`src/sv/ufn_pkg.sv`:
```
// Shared types, code point constants and decode functions for the UTF-8 normalizer.
`default_nettype none
package ufn_pkg;

  localparam int ByteW   = 8;
  localparam int HoldN   = 3;
  localparam int ResN    = 4;
  localparam int CpW     = 21;

  localparam logic [CpW-1:0] CpFwLo     = 21'h00FF01;
  localparam logic [CpW-1:0] CpFwHi     = 21'h00FF5E;
  localparam logic [CpW-1:0] CpFwOffset = 21'h00FEE0;
  localparam logic [CpW-1:0] CpTab      = 21'h000009;
  localparam logic [CpW-1:0] CpNbsp     = 21'h0000A0;
  localparam logic [CpW-1:0] CpIdeoSp   = 21'h003000;
  localparam logic [CpW-1:0] CpNnbsp    = 21'h00202F;
  localparam logic [CpW-1:0] CpMmsp     = 21'h00205F;
  localparam logic [CpW-1:0] CpBom      = 21'h00FEFF;
  localparam logic [CpW-1:0] CpSpLo     = 21'h002000;
  localparam logic [CpW-1:0] CpSpHi     = 21'h00200D;
  localparam logic [CpW-1:0] CpIdeoCom  = 21'h003001;
  localparam logic [CpW-1:0] CpIdeoStop = 21'h003002;
  localparam logic [CpW-1:0] CpLdquo    = 21'h00201C;
  localparam logic [CpW-1:0] CpRdquo    = 21'h00201D;
  localparam logic [CpW-1:0] CpLsquo    = 21'h002018;
  localparam logic [CpW-1:0] CpRsquo    = 21'h002019;
  localparam logic [CpW-1:0] CpEmDash   = 21'h002014;
  localparam logic [CpW-1:0] CpHorBar   = 21'h002015;
  localparam logic [CpW-1:0] CpLdAngle  = 21'h00300A;
  localparam logic [CpW-1:0] CpRdAngle  = 21'h00300B;

  localparam logic [ByteW-1:0] AscSpace = 8'h20;
  localparam logic [ByteW-1:0] AscComma = 8'h2C;
  localparam logic [ByteW-1:0] AscStop  = 8'h2E;
  localparam logic [ByteW-1:0] AscDquo  = 8'h22;
  localparam logic [ByteW-1:0] AscSquo  = 8'h27;
  localparam logic [ByteW-1:0] AscDash  = 8'h2D;
  localparam logic [ByteW-1:0] AscLt    = 8'h3C;
  localparam logic [ByteW-1:0] AscGt    = 8'h3E;

  // Bytes produced by one request, first byte in slot 0.
  typedef struct packed {
    logic [ResN-1:0][ByteW-1:0] bytes;
    logic [2:0]                 cnt;
    logic                       last;
  } ufn_res_t;

  typedef struct packed {
    ufn_res_t                    res;
    logic [HoldN-1:0][ByteW-1:0] held;
    logic [1:0]                  held_cnt;
  } ufn_parse_t;

  // Sequence length from the lead byte; zero for an invalid lead.
  function automatic logic [2:0] seq_len(input logic [ByteW-1:0] b);
    logic [2:0] len;
    if (b[7] == 1'b0) len = 3'd1;
    else if (b[7:5] == 3'b110) len = 3'd2;
    else if (b[7:4] == 4'b1110) len = 3'd3;
    else if (b[7:3] == 5'b11110) len = 3'd4;
    else len = 3'd0;
    return len;
  endfunction

  function automatic logic [CpW-1:0] decode(input logic [3:0][ByteW-1:0] p,
                                            input logic [2:0] len);
    logic [CpW-1:0] u;
    case (len)
      3'd1:    u = {13'd0, p[0]};
      3'd2:    u = {10'd0, p[0][4:0], p[1][5:0]};
      3'd3:    u = {5'd0, p[0][3:0], p[1][5:0], p[2][5:0]};
      default: u = {p[0][2:0], p[1][5:0], p[2][5:0], p[3][5:0]};
    endcase
    return u;
  endfunction

  // ASCII replacement, or zero when the code point passes unchanged.
  function automatic logic [ByteW-1:0] replace(input logic [CpW-1:0] u);
    logic [CpW-1:0]   diff;
    logic [ByteW-1:0] r;
    diff = u - CpFwOffset;
    if (u >= CpFwLo && u <= CpFwHi) r = diff[ByteW-1:0];
    else if (u inside {CpTab, CpNbsp, CpIdeoSp, CpNnbsp, CpMmsp, CpBom, [CpSpLo:CpSpHi]})
      r = AscSpace;
    else if (u == CpIdeoCom) r = AscComma;
    else if (u == CpIdeoStop) r = AscStop;
    else if (u inside {CpLdquo, CpRdquo}) r = AscDquo;
    else if (u inside {CpLsquo, CpRsquo}) r = AscSquo;
    else if (u inside {CpEmDash, CpHorBar}) r = AscDash;
    else if (u == CpLdAngle) r = AscLt;
    else if (u == CpRdAngle) r = AscGt;
    else r = '0;
    return r;
  endfunction

endpackage
`default_nettype wire

```
`src/sv/utf8_fullwidth_normalizer.sv`:
```
// Top level: input register, held sequence state, parser and result buffer.
// An accepted request waits in the input register until the result buffer can load
// its parsed bytes. Throughput: one request per cycle while out_ready is high and
// each request yields at most one byte. A request yielding more than one byte holds
// the result buffer until its bytes have left by the single output port. Reset
// (synchronous, rst_n low) empties input register, held sequence and result buffer.
`default_nettype none
module utf8_fullwidth_normalizer
  import ufn_pkg::*;
(
  input  logic             clk,
  input  logic             rst_n,
  input  logic             in_valid,
  output logic             in_ready,
  input  logic [ByteW-1:0] in_byte,
  input  logic             in_last,
  output logic             out_valid,
  input  logic             out_ready,
  output logic [ByteW-1:0] out_byte,
  output logic             out_last
);

  logic                        in_vld_r, in_vld_nxt;
  logic [ByteW-1:0]            in_byte_r;
  logic                        in_last_r;
  logic [HoldN-1:0][ByteW-1:0] held_r;
  logic [1:0]                  held_cnt_r;
  logic                        adv;
  logic                        load_ok;
  ufn_parse_t                  parse;

  assign adv      = in_vld_r && load_ok;
  assign in_ready = !in_vld_r || adv;

  always_comb begin
    in_vld_nxt = in_vld_r;
    if (in_valid && in_ready) in_vld_nxt = 1'b1;
    else if (adv) in_vld_nxt = 1'b0;
  end

  always_ff @(posedge clk) begin
    if (in_valid && in_ready) begin
      in_byte_r <= in_byte;
      in_last_r <= in_last;
    end
    if (!rst_n) begin
      in_vld_r   <= 1'b0;
      held_r     <= '0;
      held_cnt_r <= '0;
    end else begin
      in_vld_r <= in_vld_nxt;
      if (adv) begin
        held_r     <= parse.held;
        held_cnt_r <= parse.held_cnt;
      end
    end
  end

  ufn_parse u_parse (
    .held_bytes (held_r),
    .held_count (held_cnt_r),
    .in_byte    (in_byte_r),
    .in_last    (in_last_r),
    .parse      (parse)
  );

  ufn_outq u_outq (
    .clk       (clk),
    .rst_n     (rst_n),
    .load      (adv),
    .res       (parse.res),
    .out_ready (out_ready),
    .load_ok   (load_ok),
    .out_valid (out_valid),
    .out_byte  (out_byte),
    .out_last  (out_last)
  );

`ifndef SYNTH
  // A held sequence is always an incomplete prefix of a multibyte lead.
  a_held_prefix: assert property (@(posedge clk) disable iff (!rst_n)
    (held_cnt_r != 2'd0) |-> (seq_len(held_r[0]) > {1'b0, held_cnt_r}))
    else $error("held bytes do not form an incomplete sequence");

  a_last_flushes: assert property (@(posedge clk) disable iff (!rst_n)
    (adv && in_last_r) |=> (held_cnt_r == 2'd0))
    else $error("end of string left bytes held");

  a_held_nonzero: assert property (@(posedge clk) disable iff (!rst_n)
    (held_cnt_r >= 2'd2) |-> (held_r[1] != '0))
    else $error("zero byte stored in held sequence");
`endif

endmodule
`default_nettype wire

```
`src/sv/ufn_parse.sv`:
```
// Combinational parse of held bytes plus one new byte into output bytes and new held state.
`default_nettype none
module ufn_parse
  import ufn_pkg::*;
(
  input  logic [HoldN-1:0][ByteW-1:0] held_bytes,
  input  logic [1:0]                  held_count,
  input  logic [ByteW-1:0]            in_byte,
  input  logic                        in_last,
  output ufn_parse_t                  parse
);

  always_comb begin
    logic [ResN-1:0][ByteW-1:0] buf_b;
    logic [6:0][ByteW-1:0]      ext;
    logic [2:0]                 n;
    logic [ResN-1:0][2:0]       len_a;
    logic [ResN-1:0][ByteW-1:0] repl_a;
    logic [3:0][ByteW-1:0]      win;
    logic [ResN-1:0]            keep;
    logic [ResN-1:0][ByteW-1:0] val;
    logic [2:0]                 nxt;
    logic [2:0]                 hold_start;
    logic [2:0]                 pos;
    logic [2:0]                 idx;
    logic [2:0]                 diff;
    logic                       raw_run;
    logic                       stop;

    buf_b = {8'd0, held_bytes};
    n     = {1'b0, held_count};
    if (in_byte != '0) begin
      buf_b[held_count] = in_byte;
      n = n + 3'd1;
    end
    ext = {24'd0, buf_b};

    // Decode a candidate sequence at every start position in parallel.
    for (int i = 0; i < ResN; i++) begin
      win       = {ext[i+3], ext[i+2], ext[i+1], ext[i]};
      len_a[i]  = seq_len(ext[i]);
      repl_a[i] = replace(decode(win, len_a[i]));
    end

    // Walk the sequence starts left to right.
    nxt        = '0;
    raw_run    = 1'b0;
    stop       = 1'b0;
    hold_start = n;
    for (int i = 0; i < ResN; i++) begin
      keep[i] = 1'b0;
      val[i]  = buf_b[i];
      if (!stop && 3'(i) < n) begin
        if (3'(i) == nxt) begin
          if (len_a[i] == 3'd0) begin
            keep[i] = 1'b1;
            nxt     = 3'(i) + 3'd1;
          end else if (3'(i) + len_a[i] <= n) begin
            keep[i] = 1'b1;
            nxt     = 3'(i) + len_a[i];
            if (repl_a[i] != '0) begin
              val[i]  = repl_a[i];
              raw_run = 1'b0;
            end else begin
              raw_run = 1'b1;
            end
          end else if (in_last) begin
            // flush: emit the open lead raw, reparse what follows
            keep[i] = 1'b1;
            nxt     = 3'(i) + 3'd1;
          end else begin
            stop       = 1'b1;
            hold_start = 3'(i);
          end
        end else begin
          keep[i] = raw_run;
        end
      end
    end

    // Pack kept bytes to the front.
    parse.res.bytes = '0;
    pos = '0;
    for (int i = 0; i < ResN; i++) begin
      if (keep[i]) begin
        parse.res.bytes[pos[1:0]] = val[i];
        pos = pos + 3'd1;
      end
    end
    parse.res.cnt  = pos;
    parse.res.last = in_last;

    for (int k = 0; k < HoldN; k++) begin
      idx = hold_start + 3'(k);
      parse.held[k] = (idx < n) ? ext[idx] : '0;
    end
    diff           = n - hold_start;
    parse.held_cnt = diff[1:0];
  end

endmodule
`default_nettype wire

```
`src/sv/ufn_outq.sv`:
```
// Result buffer: holds the bytes of one request and drains them one per cycle while out_ready is high.
`default_nettype none
module ufn_outq
  import ufn_pkg::*;
(
  input  logic             clk,
  input  logic             rst_n,
  input  logic             load,
  input  ufn_res_t         res,
  input  logic             out_ready,
  output logic             load_ok,
  output logic             out_valid,
  output logic [ByteW-1:0] out_byte,
  output logic             out_last
);

  logic [ResN-1:0][ByteW-1:0] q_r, q_nxt;
  logic [2:0]                 cnt_r, cnt_nxt;
  logic                       last_r, last_nxt;
  logic                       pop;

  assign out_valid = (cnt_r != 3'd0);
  assign out_byte  = q_r[0];
  assign out_last  = last_r && (cnt_r == 3'd1);
  assign pop       = out_valid && out_ready;
  assign load_ok   = (cnt_r == 3'd0) || ((cnt_r == 3'd1) && out_ready);

  always_comb begin
    q_nxt    = q_r;
    cnt_nxt  = cnt_r;
    last_nxt = last_r;
    if (load) begin
      q_nxt    = res.bytes;
      cnt_nxt  = res.cnt;
      last_nxt = res.last;
    end else if (pop) begin
      // advance to the next byte
      q_nxt   = {8'd0, q_r[ResN-1:1]};
      cnt_nxt = cnt_r - 3'd1;
    end
  end

  always_ff @(posedge clk) begin
    q_r    <= q_nxt;
    last_r <= last_nxt;
    if (!rst_n) begin
      cnt_r <= '0;
    end else begin
      cnt_r <= cnt_nxt;
    end
  end

endmodule
`default_nettype wire
```
`config.mk`:
```
export PLATFORM = sky130hd
export DESIGN_NAME = utf8_fullwidth_normalizer
export DESIGN_NICKNAME = d
export VERILOG_FILES = /design/src/sv/ufn_pkg.sv /design/src/sv/utf8_fullwidth_normalizer.sv /design/src/sv/ufn_parse.sv /design/src/sv/ufn_outq.sv
export SDC_FILE = /design/constraint.sdc
export NUM_CORES = 1
export LEC_CHECK = 0
export ABC_AREA = 1
export BUFFER_PORTS_ARGS = -buffer_cell sky130_fd_sc_hd__buf_2
export CAP_MARGIN = 15
export CORE_ASPECT_RATIO = 1.1
export CORE_MARGIN = 2
export CORE_UTILIZATION = 55
export CTS_CLUSTER_DIAMETER = 120
export DETAILED_ROUTE_END_ITERATION = 8
export PLACE_DENSITY = 0.72
export SYNTH_ARGS = -nofsm -noshare
export SYNTH_HDL_FRONTEND = slang
export SYNTH_SLANG_ARGS = --single-unit
```
`constraint.sdc`:
```
create_clock -name clk -period 8.38 [get_ports clk]
set_clock_uncertainty 0.05 [all_clocks]
set_input_delay 1.676 -clock clk [delete_from_list [all_inputs] [get_ports clk]]
set_output_delay 1.676 -clock clk [all_outputs]
set_load 0.05 [all_outputs]
```
After elaboration in Yosys (flattened, before gate mapping)
Cells that the tools add are included.

storage, ports and cells
  bits in registers = 72
  input bits = 13
  output and inout port bits = 11
  word-level logic and storage cells = 402

cells by class
  add/sub/neg operators = 15
  magnitude comparators = 38
  eq/ne operators = 92
  mux-type cells = 189
  reductions and logical operators = 55

operators by type and width
  kind                                                                      count
  21-bit by 14-bit == test with 1-bit output (second input constant)        52
  8-bit 2-to-1 mux                                                          62
  21-bit case mux with 3 select lines                                       4
  32-bit 2-to-1 mux                                                         6
  3-bit 2-to-1 mux                                                          54
  32-bit bitwise mux                                                        4
  21-bit by 16-bit == test with 1-bit output (second input constant)        4
  21-bit by 4-bit == test with 1-bit output (second input constant)         4
  21-bit by 8-bit == test with 1-bit output (second input constant)         4
  21-bit by 14-bit >= comparator with 1-bit output (second input constant)  4
  21-bit by 16-bit >= comparator with 1-bit output (second input constant)  4
  21-bit by 14-bit <= comparator with 1-bit output (second input constant)  4
  21-bit by 16-bit <= comparator with 1-bit output (second input constant)  4
  8-bit binary-select mux with 3-bit select                                 3
  8-bit demux with 2-bit select                                             4
  1-bit 2-to-1 mux                                                          48
  8-bit nonzero test                                                        5
  8-bit subtractor (second input constant)                                  4
  2-bit nonzero test                                                        14
  7-bit nonzero test                                                        4
  3-bit by 2-bit == test with 1-bit output (second input constant)          8
  6-bit 2-to-1 mux                                                          4
  5-bit == test (second input constant)                                     4
  1-bit logical AND                                                         20
  26 further kinds                                                          61

Logic depth before layout (Yosys ltp)
  depth after elaboration = 42
  mapped depth = 46
  gate-level depth less buffers = 44

By module
A second synthesis with hierarchy kept.

second synthesis, totals
  cells, all modules = 1,805
  area, all modules = 10,272.4 µm²

modules (own cells, without submodules)
  module                     instances  cells an instance  area an instance (µm²)  sequential area each (µm²)
  ufn_parse                  1          1,450              7,199.4                 0.0
  ufn_outq                   1          174                1,676.6                 1,051.0
  utf8_fullwidth_normalizer  1          181                1,396.3                 810.8

Worst setup path before layout
Ideal clock, no wire load.

  path kind = reg2reg
  start = reg in_byte_r[7]
  end = reg held_r[15] (netlist name)
  library setup time = 71 ps
  arrival time = 5,747 ps
  data required time = 8,259 ps
  slack = 2,512 ps
  cell stages (with the launch flop) = 41
  path buffers = 3
  clock period less this slack = 5,868 ps
  cells stage by stage = edfxtp_1 > nor2_4 > nand2_4 > nor2_8 > buf_12 > o21ai_2 > buf_4 > nor4_1 > inv_1 > ha_1 > inv_1 > ha_1 > nand2_1 > nor2_1 > a211oi_1 > a31oi_1 > inv_1 > nor2_1 > [... 5 more ...] > inv_1 > a31o_1 > nand3_2 > nor2_4 > nand2_2 > nand2_4 > buf_2 > ha_1 > inv_1 > nand2_1 > nand2_1 > inv_1 > ha_1 > a21oi_1 > o211ai_1 > a21oi_4 > nand3_1 > a21oi_1

between the ends
  cells in the longest elaborated chain, start to end = 30
  elaborated cells on any way between the ends = 106
  those cells by class = add/sub: 4; order compare: 9; eq/ne: 15; mux: 67; reduce/logical: 11

ends and longest elaborated chain
  what                                                             RTL line                          source
  from (decl)                                                      utf8_fullwidth_normalizer.sv:24   logic [ByteW-1:0] in_byte_r;
  from (signal assigned)                                           utf8_fullwidth_normalizer.sv:43   in_byte_r <= in_byte;
  8-bit nonzero test / 32-bit bitwise mux (equally long branches)  ufn_parse.sv:32, ufn_parse.sv:33
  32-bit 2-to-1 mux                                                ufn_parse.sv:32                   if (in_byte != '0) begin
  5-bit == test                                                    ufn_pkg.sv:60                     else if (b[7:3] == 5'b11110) len = 3'd4;
  3-bit 2-to-1 mux                                                 ufn_pkg.sv:60
  3-bit 2-to-1 mux                                                 ufn_pkg.sv:59                     else if (b[7:4] == 4'b1110) len = 3'd3;
  3-bit 2-to-1 mux                                                 ufn_pkg.sv:58                     else if (b[7:5] == 3'b110) len = 3'd2;
  3-bit 2-to-1 mux                                                 ufn_pkg.sv:57                     if (b[7] == 1'b0) len = 3'd1;
  3-bit <= comparator                                              ufn_parse.sv:58                   end else if (3'(i) + len_a[i] <= n) begin
  [... 14 more ...]                                                n/a
  3-bit 2-to-1 mux                                                 ufn_parse.sv:58
  3-bit 2-to-1 mux                                                 ufn_parse.sv:55                   if (len_a[i] == 3'd0) begin
  3-bit 2-to-1 mux                                                 ufn_parse.sv:54                   if (3'(i) == nxt) begin
  3-bit 2-to-1 mux                                                 ufn_parse.sv:53                   if (!stop && 3'(i) < n) begin
  3-bit by 1-bit adder with 3-bit output                           ufn_parse.sv:94                   idx = hold_start + 3'(k);
  8-bit binary-select mux with 3-bit select                        ufn_parse.sv:95                   parse.held[k] = (idx < n) ? ext[idx] : '0;
  8-bit 2-to-1 mux (not written as such)                           ufn_parse.sv:95
  8-bit 2-to-1 mux (*)                                             ufn_parse.sv:95
  to (signal assigned)                                             utf8_fullwidth_normalizer.sv:53   held_r <= parse.held;
  to (decl)                                                        utf8_fullwidth_normalizer.sv:26   logic [HoldN-1:0][ByteW-1:0] held_r;

Every way passes the cells marked *; elsewhere a longest branch is shown, timed or not. The select of a mux whose other input is x is not followed.
A chain may end at the register's enable or synchronous reset.

Final worst setup path
  start = reg held_cnt_r[1]
  end = reg held_r[18] (netlist name)

between the ends
  cells in the longest elaborated chain, start to end = 34
  elaborated cells on any way between the ends = 111
  those cells by class = add/sub: 5; order compare: 11; eq/ne: 15; mux: 69; reduce/logical: 11

ends and longest elaborated chain
  what                                                                                                                                                  RTL line                         source
  from (decl)                                                                                                                                           utf8_fullwidth_normalizer.sv:27  logic [1:0] held_cnt_r;
  from (signal assigned)                                                                                                                                utf8_fullwidth_normalizer.sv:54  held_cnt_r <= parse.held_cnt;
  2-bit by 3-bit less-than comparator with 1-bit output (not written as such) / 2-bit by 1-bit >= comparator with 1-bit output (equally long branches)  ufn_parse.sv:33                  buf_b[held_count] = in_byte;
  1-bit logical AND (not written as such)                                                                                                               ufn_parse.sv:33
  8-bit 2-to-1 mux (not written as such)                                                                                                                ufn_parse.sv:33
  8-bit demux with 2-bit select                                                                                                                         n/a
  32-bit bitwise mux                                                                                                                                    ufn_parse.sv:33
  32-bit 2-to-1 mux                                                                                                                                     ufn_parse.sv:32
  5-bit == test                                                                                                                                         ufn_pkg.sv:60
  3-bit 2-to-1 mux                                                                                                                                      ufn_pkg.sv:60
  [... 18 more ...]                                                                                                                                     n/a
  3-bit 2-to-1 mux                                                                                                                                      ufn_parse.sv:58
  3-bit 2-to-1 mux                                                                                                                                      ufn_parse.sv:55
  3-bit 2-to-1 mux                                                                                                                                      ufn_parse.sv:54
  3-bit 2-to-1 mux                                                                                                                                      ufn_parse.sv:53
  3-bit by 2-bit adder with 3-bit output                                                                                                                ufn_parse.sv:94
  8-bit binary-select mux with 3-bit select                                                                                                             ufn_parse.sv:95
  8-bit 2-to-1 mux (not written as such)                                                                                                                ufn_parse.sv:95
  8-bit 2-to-1 mux (*)                                                                                                                                  ufn_parse.sv:95

Marked as above.

==> qor_table.md <==
| Item | This run | Unit |
|:---|:---|:---|
| CTS resizes | 0 | - |
| Count of hold-fix buffers inserted at cts | 0 | - |
| Number of global-route vias before repair | 9939 | - |
| Worst slack at placement | 932.7 | ps |
| Unrepaired setup endpoints after global routing | false | - |
| Area overhead of the layout relative to synthesis | 3.890 | % |
| Quantity of I/O buffers inserted on ports | 23 | - |
| Fill cell count | 1811 | - |
| Clock root cell | clkbuf_16 | - |
| Clock sink total | 72 | - |
| Number of hold violations in the final report | 0 | - |
| Netlist area before placement | 0.009747 | mm² |
| Synth Area in Compound Gates | 19.08 | % |
| Warnings, synthesis | 0 | - |
| Net switching power of the design | 2.300 | mW |
| Power per Cell Area | 377.8 | mW/mm² |
| Violated checks | DRC | - |
| Critical path's most frequent cell | inv_1 | - |
| Slowest cell on crit path | o21ai_1 | - |
| Number of synthesized register bits | 72 | - |
| Sequential share of power | 15.3 | % |
| Final HPWL from detailed placement | 27.00 | mm |
| Synth Area in Adders | 6.675 | % |
| Final Instance Count excl. Fillers | 1832 | - |
| Post-route cell area | 0.01013 | mm² |
| Busiest layer in global routing | met2 | - |
| Number of remaining DRC errors | 17 | - |
| Final setup violation count | 0 | - |
| Starting DRC count in detailed routing | 1542 | - |
| Pin count of the biggest net entering global routing | 84 | - |
| Req. time, crit path | 8590 | ps |
| Final core utilization | 57.70 | % |
| Area after DPL | 0.009854 | mm² |
| Tot GR Track Use | 37.44 | % |
| Crit path time final | 7712 | ps |
| Post-Syn Nets | 1670 | - |
| Most common flop cell mapped by yosys | edfxtp_1 | - |
| Die area | 0.01880 | mm² |
| Data arrival time at the worst-slack endpoint | 7920 | ps |
| Transition at the pin with the smallest max-transition slack | 1153 | ps |
| Std-Cell Rows | 51 | - |
| Clock network fraction of design power | 9.6 | % |
| Global Route met2 Usage | 59.24 | % |
| Cell count after placement | 1816 | - |
| Total via count in the routed design | 11150 | - |
| Worst hold stages | 2 | - |
| Met1 Use GR | 46.22 | % |
| Dominant combinational cell family by area after synthesis | simple AND/OR/NAND/NOR gates | - |
| Tightest hold margin | 423.1 | ps |
| Share of cell area taken by muxes after synthesis | 0 | % |
| Timing-limited maximum frequency | 129.7 | MHz |
| Crit path kind | reg -> reg | - |
| Number of top-level design ports | 24 | - |
| Leftover overflow at the end of global routing | 0 | - |
| H-tree levels | 3 | - |
| Largest delay contributor family on the critical path | compound AO/OA/AOI/OAI gates | - |
| Share of layout cells above drive strength 1 | 11.98 | % |
| Length in cells of the worst reg-to-reg path | 33 | - |
| Number of flops mapped to enable cells by yosys | 42 | - |
| Register-to-register setup slack | 670 | ps |
| Share of Yosys cell area claimed by the top area cell type | 16.91 | % |
| Synth Instances | 1605 | - |
| Launch instance of the worst min-delay path | held_r[18] | - |
| Kind of capture point of the worst setup path | register | - |
| Worst flop-to-flop path startpoint | held_cnt_r[1] | - |
| Sequential element share of the synthesized area | 19.10 | % |
| Total iterations of the first detailed-routing run | 9 | - |
| Fraction of power spent switching nets | 60.12 | % |
| Count of antenna-violating nets left after detailed routing | 0 | - |
| Number of pins exceeding their max-slew limit in the final report | 0 | - |
| Worst relative slew slack | 22.64 | % |
| Area contributors post-synth | nand2_1, edfxtp_1, nand3_1, inv_1, ha_1 | - |
| Met3 track utilization from global routing | 8.972 | % |
| Antenna violations before repair | 0 | - |
| Horizontal die dimension | 130.9 | µm |
| Core box area | 0.01755 | mm² |
| GPL Wtd Cong | 1.016 | - |
| Crit path buffers/inverters | 7 | - |
| Number of buffers created by CTS | 9 | - |
| Cell Int Power | 1.525 | mW |
| Total power | 3.825 | mW |
| Worst-Skew Late Latency | 350 | ps |
| CTS tree | done | - |
| Netlist cell types | 60 | - |
| XOR/XNOR share of the synthesized area | 0.3466 | % |
| Max-capacitance violation count | 0 | - |
| Total Nets Final | 1654 | - |
| Global-route wire length before repair | 53.80 | mm |
| Worst-case setup margin in the final layout | 667.7 | ps |
| Max incr delay on CP | 890 | ps |
| Final wirelength | 35.24 | mm |
| Effective utilization at floorplan | 55.54 | % |
| Maximum number of buffers from clock root to sink | 2 | - |
| Maximum resistive drop on vdd | 0.1829 | mV |
| P_leak | 4.775 | nW |
| Status | finished with violations | - |
| Detailed-route wire length per cell | 19.24 | µm |
| Gate power share | 75.1 | % |
| Total negative slack | 0 | ps |
| Largest area contributor in the netlist | nand2_1 | - |
| Path class of the lowest-slack min-delay path | reg -> reg | - |
| Clock-pin slew reported for the worst setup and hold paths after clock tree synthesis | 70 | ps |
| Detail-routed via count per cell | 6.086 | - |
| Mapped Avg Cell Area | 6.073 | µm² |
| Number of logic stages on the critical path including buffering | 33 | - |
| Die Y-Extent | 143.6 | µm |
| Fraction of the mapped netlist area in simple logic gates | 43.38 | % |
| Final worst-path cycle share | 92.03 | % |
| Worst setup SP type | register | - |
| Critical Path Start | held_cnt_r[1] | - |
| Antenna cell count | 0 | - |
| # Post-CTS Setup Buffers | 0 | - |
| Post-synth ARST share | 0 | % |
| Worst-path fanout max | 12 | - |
==> sequential cells by signal (all words and copies together) (netlist names) <==
name and flops:
held_cnt_r 2, held_r 24, in_byte_r 8, in_last_r 1
in_vld_r 1, u_outq.cnt_r 3, u_outq.last_r 1, u_outq.out_byte 8
u_outq.q_r 24
==> cell usage in the layout (no fill, tap or decap), types with 4 or more instances in the layout <==
master,n
nand2_1,439
inv_1,174
nor2_1,171
nand3_1,150
a21oi_1,88
o21ai_0,60
ha_1,52
o21ai_1,47
edfxtp_1,42
o211ai_1,40
nand2_2,30
dfxtp_1,30
nor2_2,28
nand4_1,24
buf_2,23
inv_2,21
nor3_1,20
o22ai_1,17
a31oi_1,11
o21ai_2,10
nand2_4,9
nor2_4,9
clkbuf_16,9
o211ai_2,8
buf_4,7
nor3_2,5
nand3_2,5
nor2_8,4
nor4_1,4
clkinv_1,4
or2_2,4
==> cells in the mapped netlist (4+ instances only) <==
library cell,count
buf_4,15
o211ai_2,8
nor2_2,27
nor2_8,4
nor2_1,172
nand3_1,150
nor4_1,4
nand2_2,30
nand4_1,24
nand2_4,9
dfxtp_1,30
buf_6,7
nor3_2,5
nand2_1,439
ha_1,52
nand3_2,5
o211ai_1,40
or2_2,4
buf_2,17
clkinv_1,4
inv_1,174
edfxtp_1,42
a21oi_1,88
a31oi_1,11
nor2_4,9
o21ai_2,10
nor3_1,20
inv_2,21
o22ai_1,17
o21ai_1,47
o21ai_0,60
clkbuf_1,17
==> worst min-delay path: stages (launching register included) <==
cell and delay, ps:
dfxtp_1 310, nand2_1 60, a21oi_1 60
==> per-layer routing <==
layer | share of wire, % | routed length [µm] | vias to the layer above
li1 | - | - | 5297
met1 | 39 | 13750 | 4986
met2 | 43 | 15280 | 675
met3 | 11 | 3798 | 191
met4 | 6.9 | 2416 | 0
met5 | 0 | 0 | -
==> final timing paths <==
kind,endpoint
min,held_r[18]
max,held_r[18]
max reg2reg,held_r[18]
min reg2reg,held_r[18]
==> cells by family (layout without fill, tap and decap cells) <==
kind of cell	Yosys count	count (layout)
buffers and inverters	257	246
flip-flops	72	72
adder cells (fa/ha/maj)	52	52
AO/OA/AOI/OAI	305	305
AND/OR/NAND/NOR	916	916
XOR/XNOR	3	3
==> power groups by stage <==
stage	clock, mW	combinational [mW]	sequential [mW]
CTS	0.370	2.80	0.585
detailed placement	0	2.79	0.591
global route	0.387	3.16	0.597
global placement	0	2.78	0.587
floorplan	0	2.22	0.575
finish	0.368	2.87	0.585
==> layout make-up <==
cell class / count / area [µm²] / area share [%]
Inverter: 200 / 753.2 / 7.438
Clock buffer: 10 / 229.0 / 2.261
Multi-Input combinational cell: 1276 / 6774 / 66.90
Timing Repair Buffer: 30 / 167.7 / 1.656
Sequential cell: 72 / 1862 / 18.39
Clock inverter: 6 / 42.54 / 0.4201
Tap cell: 238 / 297.8 / 2.941
No activity file was read; power rests on OpenSTA's default activity.
